===== config.mk =====
export PLATFORM = sky130hd
export DESIGN_NAME = vfc_vtx_gen
export DESIGN_NICKNAME = d
export VERILOG_FILES = /design/src/hw/rtl/voxel_face_cull_mesher_defines.svh /design/src/hw/rtl/vfc_pkg.sv /design/src/hw/rtl/vfc_vtx_gen.sv
export SDC_FILE = /design/constraint.sdc
export NUM_CORES = 1
export LEC_CHECK = 0
export BUFFER_PORTS_ARGS = -buffer_cell sky130_fd_sc_hd__buf_2
export CORE_MARGIN = 3
export CORE_UTILIZATION = 49
export DETAILED_ROUTE_END_ITERATION = 8
export PLACE_DENSITY = 0.87
export SKIP_LAST_GASP = 1
export SYNTH_ARGS = -nofsm -noshare
export SYNTH_HDL_FRONTEND = slang
export SYNTH_SLANG_ARGS = --single-unit

===== constraint.sdc =====
create_clock -name clk -period 4 [get_ports clk]
set_clock_uncertainty 0.15 [all_clocks]
set_input_delay 0.2 -clock clk [delete_from_list [all_inputs] [get_ports clk]]
set_output_delay 0.2 -clock clk [all_outputs]
set_load 0.1 [all_outputs]

===== src/hw/rtl/voxel_face_cull_mesher_defines.svh =====
// Assertion helpers for the voxel mesher.
`ifndef VOXEL_FACE_CULL_MESHER_DEFINES_SVH
`define VOXEL_FACE_CULL_MESHER_DEFINES_SVH

// Same-cycle implication, checked outside reset.
`define VFC_ASSERT_IMP(label, ante, cons) \
  label: assert property (@(posedge clk) disable iff (rst) (ante) |-> (cons)) \
    else $error("vfc assertion failed");

// Next-cycle implication, checked outside reset.
`define VFC_ASSERT_NEXT(label, ante, cons) \
  label: assert property (@(posedge clk) disable iff (rst) (ante) |=> (cons)) \
    else $error("vfc assertion failed");

`endif


===== src/hw/rtl/vfc_pkg.sv =====
`default_nettype none
package vfc_pkg;

  localparam int COUNT_W = 18;
  localparam int COORD_W = 18;
  localparam int INDEX_W = 20;
  localparam int NUM_FACES = 6;

  localparam logic [1:0] REQ_WRITE   = 2'd0;
  localparam logic [1:0] REQ_EMIT    = 2'd1;
  localparam logic [1:0] REQ_RESTART = 2'd2;

  localparam logic [1:0] CFG_ORIGIN_X = 2'd0;
  localparam logic [1:0] CFG_ORIGIN_Y = 2'd1;
  localparam logic [1:0] CFG_ORIGIN_Z = 2'd2;

  localparam logic [2:0] FACE_PZ = 3'd0;
  localparam logic [2:0] FACE_PX = 3'd1;
  localparam logic [2:0] FACE_NX = 3'd2;
  localparam logic [2:0] FACE_NZ = 3'd3;
  localparam logic [2:0] FACE_PY = 3'd4;
  localparam logic [2:0] FACE_NY = 3'd5;

  typedef enum logic [1:0] {
    ST_IDLE,
    ST_CENTER,
    ST_SCAN,
    ST_EMIT
  } state_t;

  typedef struct packed {
    logic               valid;
    logic [2:0]         face;
    logic [1:0]         corner;
    logic               last;
    logic [INDEX_W-1:0] index_base;
  } vtx_cmd_t;

  // Corner offset signs {x, y, z}: 1 for +1, 0 for -1.
  function automatic logic [2:0] corner_sign(input logic [2:0] face,
                                             input logic [1:0] corner);
    logic [2:0] s;
    s = 3'b000;
    case ({face, corner})
      {FACE_PZ, 2'd0}: s = 3'b111;
      {FACE_PZ, 2'd1}: s = 3'b101;
      {FACE_PZ, 2'd2}: s = 3'b001;
      {FACE_PZ, 2'd3}: s = 3'b011;
      {FACE_PX, 2'd0}: s = 3'b110;
      {FACE_PX, 2'd1}: s = 3'b100;
      {FACE_PX, 2'd2}: s = 3'b101;
      {FACE_PX, 2'd3}: s = 3'b111;
      {FACE_NX, 2'd0}: s = 3'b011;
      {FACE_NX, 2'd1}: s = 3'b001;
      {FACE_NX, 2'd2}: s = 3'b000;
      {FACE_NX, 2'd3}: s = 3'b010;
      {FACE_NZ, 2'd0}: s = 3'b010;
      {FACE_NZ, 2'd1}: s = 3'b000;
      {FACE_NZ, 2'd2}: s = 3'b100;
      {FACE_NZ, 2'd3}: s = 3'b110;
      {FACE_PY, 2'd0}: s = 3'b110;
      {FACE_PY, 2'd1}: s = 3'b111;
      {FACE_PY, 2'd2}: s = 3'b011;
      {FACE_PY, 2'd3}: s = 3'b010;
      {FACE_NY, 2'd0}: s = 3'b101;
      {FACE_NY, 2'd1}: s = 3'b100;
      {FACE_NY, 2'd2}: s = 3'b000;
      {FACE_NY, 2'd3}: s = 3'b001;
      default:         s = 3'b000;
    endcase
    return s;
  endfunction

  // Lowest set face in the exposure mask.
  function automatic logic [2:0] first_face(input logic [NUM_FACES-1:0] m);
    logic [2:0] f;
    f = 3'd0;
    for (int i = NUM_FACES - 1; i >= 0; i--) begin
      if (m[i]) begin
        f = 3'(i);
      end
    end
    return f;
  endfunction

endpackage
`default_nettype wire


===== src/hw/rtl/vfc_vtx_gen.sv =====
`default_nettype none
module vfc_vtx_gen (
  input  logic                                clk,
  input  logic                                rst,
  input  vfc_pkg::vtx_cmd_t                   cmd,
  input  logic signed [vfc_pkg::COORD_W-1:0]  base_x,
  input  logic signed [vfc_pkg::COORD_W-1:0]  base_y,
  input  logic signed [vfc_pkg::COORD_W-1:0]  base_z,
  output logic                                strobe,
  output logic signed [vfc_pkg::COORD_W-1:0]  vert_x,
  output logic signed [vfc_pkg::COORD_W-1:0]  vert_y,
  output logic signed [vfc_pkg::COORD_W-1:0]  vert_z,
  output logic [2:0]                          face_dir,
  output logic [1:0]                          corner,
  output logic [vfc_pkg::INDEX_W-1:0]         index_base,
  output logic                                last
);

  import vfc_pkg::*;

  logic [2:0]                sgn;
  logic signed [COORD_W-1:0] dx, dy, dz;

  assign sgn = corner_sign(cmd.face, cmd.corner);
  assign dx  = sgn[2] ? COORD_W'(1) : -COORD_W'(1);
  assign dy  = sgn[1] ? COORD_W'(1) : -COORD_W'(1);
  assign dz  = sgn[0] ? COORD_W'(1) : -COORD_W'(1);

  always_ff @(posedge clk) begin
    if (rst) begin
      strobe <= 1'b0;
    end else begin
      strobe <= cmd.valid;
    end
  end

  always_ff @(posedge clk) begin
    vert_x     <= base_x + dx;
    vert_y     <= base_y + dy;
    vert_z     <= base_z + dz;
    face_dir   <= cmd.face;
    corner     <= cmd.corner;
    index_base <= cmd.index_base;
    last       <= cmd.last;
  end

endmodule
`default_nettype wire


# Word-level counts from Yosys, hierarchy flattened
# Memory sizes are Yosys's and may differ from the RTL's.
# Index checks and enable logic that the tools add are counted.
# W data, S select, Z words.
[op_classes]
addsub = 3
mul = 0
n_div = 0
order_cmp = 0
n_eq_ne = 0
shifts = 0
n_mux = 3
bitwise_logic = 0
n_reduce_logical = 0
[ops]
columns = ["operator", "count"]
rows = [
  ["$add A18 B18 Y18", 3],
  ["$mux W18", 3],
]
[totals]
regBits = 81
latch_bits = 0
ramBits = 0
rom_bits = 96
inputBits = 83
out_inout_bits = 81
elab_cells = 15
mem_count = 1
[mem_list]
columns = ["memory", "depth", "word_bits", "read_ports", "rd_ports_with_merged_regs", "write_ports", "line_no", "source"]
rows = [
  ["(name not given)", 32, 3, 1, 0, 0, "vfc_pkg.sv:44", "case ({face, corner})"],
]

# Logic depth before layout (Yosys ltp)
# An unclocked memory read counts as a cell.
[logic_depth]
word_depth = 3
mapped_depth = 12
mapped_depth_nobuf = 11

# Worst setup path after synthesis
# OpenSTA, ideal clock, no wires.
[synth_path]
kind = "input-to-reg"
from = "input cmd[22] (netlist bit)"
to = "register vert_z[15] (netlist bit)"
setup_time_ns = 0.131
arrival_ns = 3.025
required_ns = 3.719
path_slack_ns = 0.695
stages = 12
n_path_buf = 1
cell_sequence = "or3b_2 -> a21oi_1 -> a221oi_1 -> o32a_1 -> ha_1 -> clkbuf_1 -> a2111o_1 -> a21oi_1 -> nor2_1 -> a2111oi_2 -> o31ai_1 -> xor2_1"
[synth_via]
elab_chain_cells = 3
[synth_rtl]
columns = ["element", "line_no", "source"]
rows = [
  ["start: declaration", "vfc_vtx_gen.sv:5", "input vfc_pkg::vtx_cmd_t cmd,"],
  ["$mem_v2 Z32 W3", "--", ""],
  ["$mux W18", "vfc_vtx_gen.sv:27", "assign dz = sgn[0] ? COORD_W'(1) : -COORD_W'(1);"],
  ["$add A18 B18 Y18", "vfc_vtx_gen.sv:40", "vert_z <= base_z + dz;"],
  ["end signal: assignment", "vfc_vtx_gen.sv:40", ""],
  ["end: declaration", "vfc_vtx_gen.sv:12", "output logic signed [vfc_pkg::COORD_W-1:0] vert_z,"],
]
# No other way between the ends.
# A chain may end at the register's enable or synchronous reset.

# Worst setup path after layout
[layout_path]
from = "input cmd[22] (netlist bit)"
to = "register vert_z[14] (netlist bit)"
# Same word-level chain as after synthesis.

==> metrics.yaml <==
core_um2: 7930
path_clk_slew_ns: 0.10
synth_top_area_share_pct: 39.5
required_ns: 4.10
tightestPinTransition_ns: 0.537
vias: 4129
critPathMaxStageDelay_ns: 0.55
synth_cell_types: 57
fmax_ghz: 0.271
yosysTopAreaCell: "dfxtp_1"
htree_levels: 3
cts.repair.resized: 0
synthTopCellsByArea: "dfxtp_1 39%, ha_1 10%, xnor2_1 8.5%"
syn2layout_area_growth_pct: 37.4
dp_cells: 693
peakVddDrop_mv: 0.514
cts-buffers-inserted: 9
first_iter_violations: 155
endpoint_kind: "flip-flop"
grt_usage_pct: 23.2
portBuffers: 163
antenna_found_initial: 0
cts.sinks: 81
hold_slack_ns: 0.0110
seqCellArea_um2: 1620
yosys-top-cells-count: "81 x dfxtp_1, 40 x xnor2_1, 39 x a21oi_1"
cts_buffer_depth: 2
dp_slack_ns: 0.579
rsz0062_at_grt: "no"
grt_pass1_vias: 4123
fp.dieW_um: 97.5
syn-mean-instance-area_um2: 9.40
period_share_pct: 92.4
postCtsSetupBuffers: 0
synth-edff-count: 0
power.density_nw_per_um2: 617
synth.most_common_cell: "dfxtp_1"
root_buffer: "clkbuf_8"
drtPass1Iterations: 5
tritoncts: "built"
maxCapViolCount: 0
placement_rows: 32
grt_max_degree: 32
dpl_cell_area_um2: 5020
multi_input_area_um2: 2380
slew_headroom_pct: 63.9
grt-ovfl-total: 0
async_flop_share_pct: 0
critPathSlowestCell: "dlygate4sd3_1"
die_area_um2: 9520
crit_fanout: 15
hold_viol: 0
synth_fp_nets: 556
tns_ns: 0
pin_count: 164
worstPathArrival_ns: 3.79
layout-drive-gt1-share_pct: 29.6
initial_core_util_pct: 51.8
critPathKind: "in -> reg"
crit_path_cell_trace: "dlygate4sd3_1, buf_2, or3b_2, a21oi_1, a221oi_1, o32a_1, buf_4, fa_1, a211o_1, o211ai_1, o21ai_0, a21o_1, a21bo_2, xnor2_1"
synthFlopType: "dfxtp_1"
die_h_um: 97.5
viasPerCell: 5.50
fin_area_um2: 5640
synth-seq-cells: 81
p_leak_nw: 2.68
wl_per_cell_um: 15.1
startpoint_type: "input port"
hpwl_um: 8260
drc: 0
ys_seq_area_share_pct: 39.5
stdcell_count: 751
cp_num_buf_inv: 3
netlist_area_um2: 4110
finalSetupViolations: 0
path_delay_family: "compound AO/OA/AOI/OAI gates"
hp-class: "in -> reg"
finalWirelength_um: 11400
routabilityCongestion: 0.859
yosysWarnings: 0
status: "finished, final reports clean"
grt_pass1_wl_um: 18500
route.antenna.remaining_nets: 0
min_period_ns: 3.70
nNetsFinal: 763
antenna_cells: 0
fillers: 617
drv_slew: 0
netlist_instances: 437
setup_ws_ns: 0.304
[registers in the layout, summed over array words and instances, names as in the netlist]
register	count
face_dir	3
strobe	1
index_base	20
corner	2
vert_x	18
vert_y	18
vert_z	18
last	1
[worst min-delay path: cells and delay by family]
family | cells | cell delay [ns]
xor+xnor | 2 | 0.19
buf+inv | 1 | 0.08
[power by group]
part	switching, mW	total (mW)	internal [mW]
Combinational	1.50	1.89	0.385
Sequential	0.0370	0.996	0.959
Clock	0.351	0.601	0.250
[cell usage in the layout (no fill, tap or decap), types with 13 or more instances in the layout]
| cell type | n |
|---|---|
| ha_1 | 34 |
| a21oi_1 | 39 |
| buf_2 | 163 |
| xor2_1 | 13 |
| dlygate4sd3_1 | 42 |
| nor2_1 | 31 |
| o21ai_0 | 18 |
| nand2_1 | 22 |
| inv_1 | 14 |
| xnor2_1 | 40 |
| a21o_1 | 18 |
| dfxtp_1 | 81 |
[logic make-up (layout without fill, tap and decap cells)]
group                    Yosys count  in the layout  synth area share, %
XOR/XNOR                          53             53                 11.3
AND/OR/NAND/NOR                  108            108                 13.3
buffers and inverters             26            238                 2.53
flip-flops                        81             81                 39.5
AO/OA/AOI/OAI                    126            126                 20.4
multiplexers                       7              7                 1.71
adder cells (fa/ha/maj)           36             36                 11.3
[path summary, 6_finish.rpt]
kind         end       start  cells past startpoint  slack, ns
max   vert_z[14]     cmd[22]                     14       0.30
min   vert_z[17]  base_z[17]                      3       0.01
[per-layer routing]
metal | global-route usage (%) | wire length [µm]
met2 | 43.3 | 5910
met4 | 8.20 | 330
met1 | 25.7 | 4380
met5 | 0 | 0
met3 | 5.24 | 753
[cell type report]
class	instances	area share [%]
multi-input combinational	330	42.2
sequential	81	28.7
timing repair buffer	207	22.2
tap	102	2.26
clock buffer	9	2.20
clock inverter	7	1.44
inverter	15	0.998
[metrics by stage]
step	power (mW)	utilization, %
floorplan	2.55	-
global placement	2.83	63.3
detailed placement	2.86	63.3
CTS	3.49	71.2
global route	3.63	71.2
finish	3.48	71.2
[repair_timing]
action | 4_1_cts | 5_1_grt
endpoints found under the setup margin | 0 | 0
endpoints found under the hold margin | 41 | 0
hold buffers | 42 | 0
No activity file was read; power rests on OpenSTA's default activity.
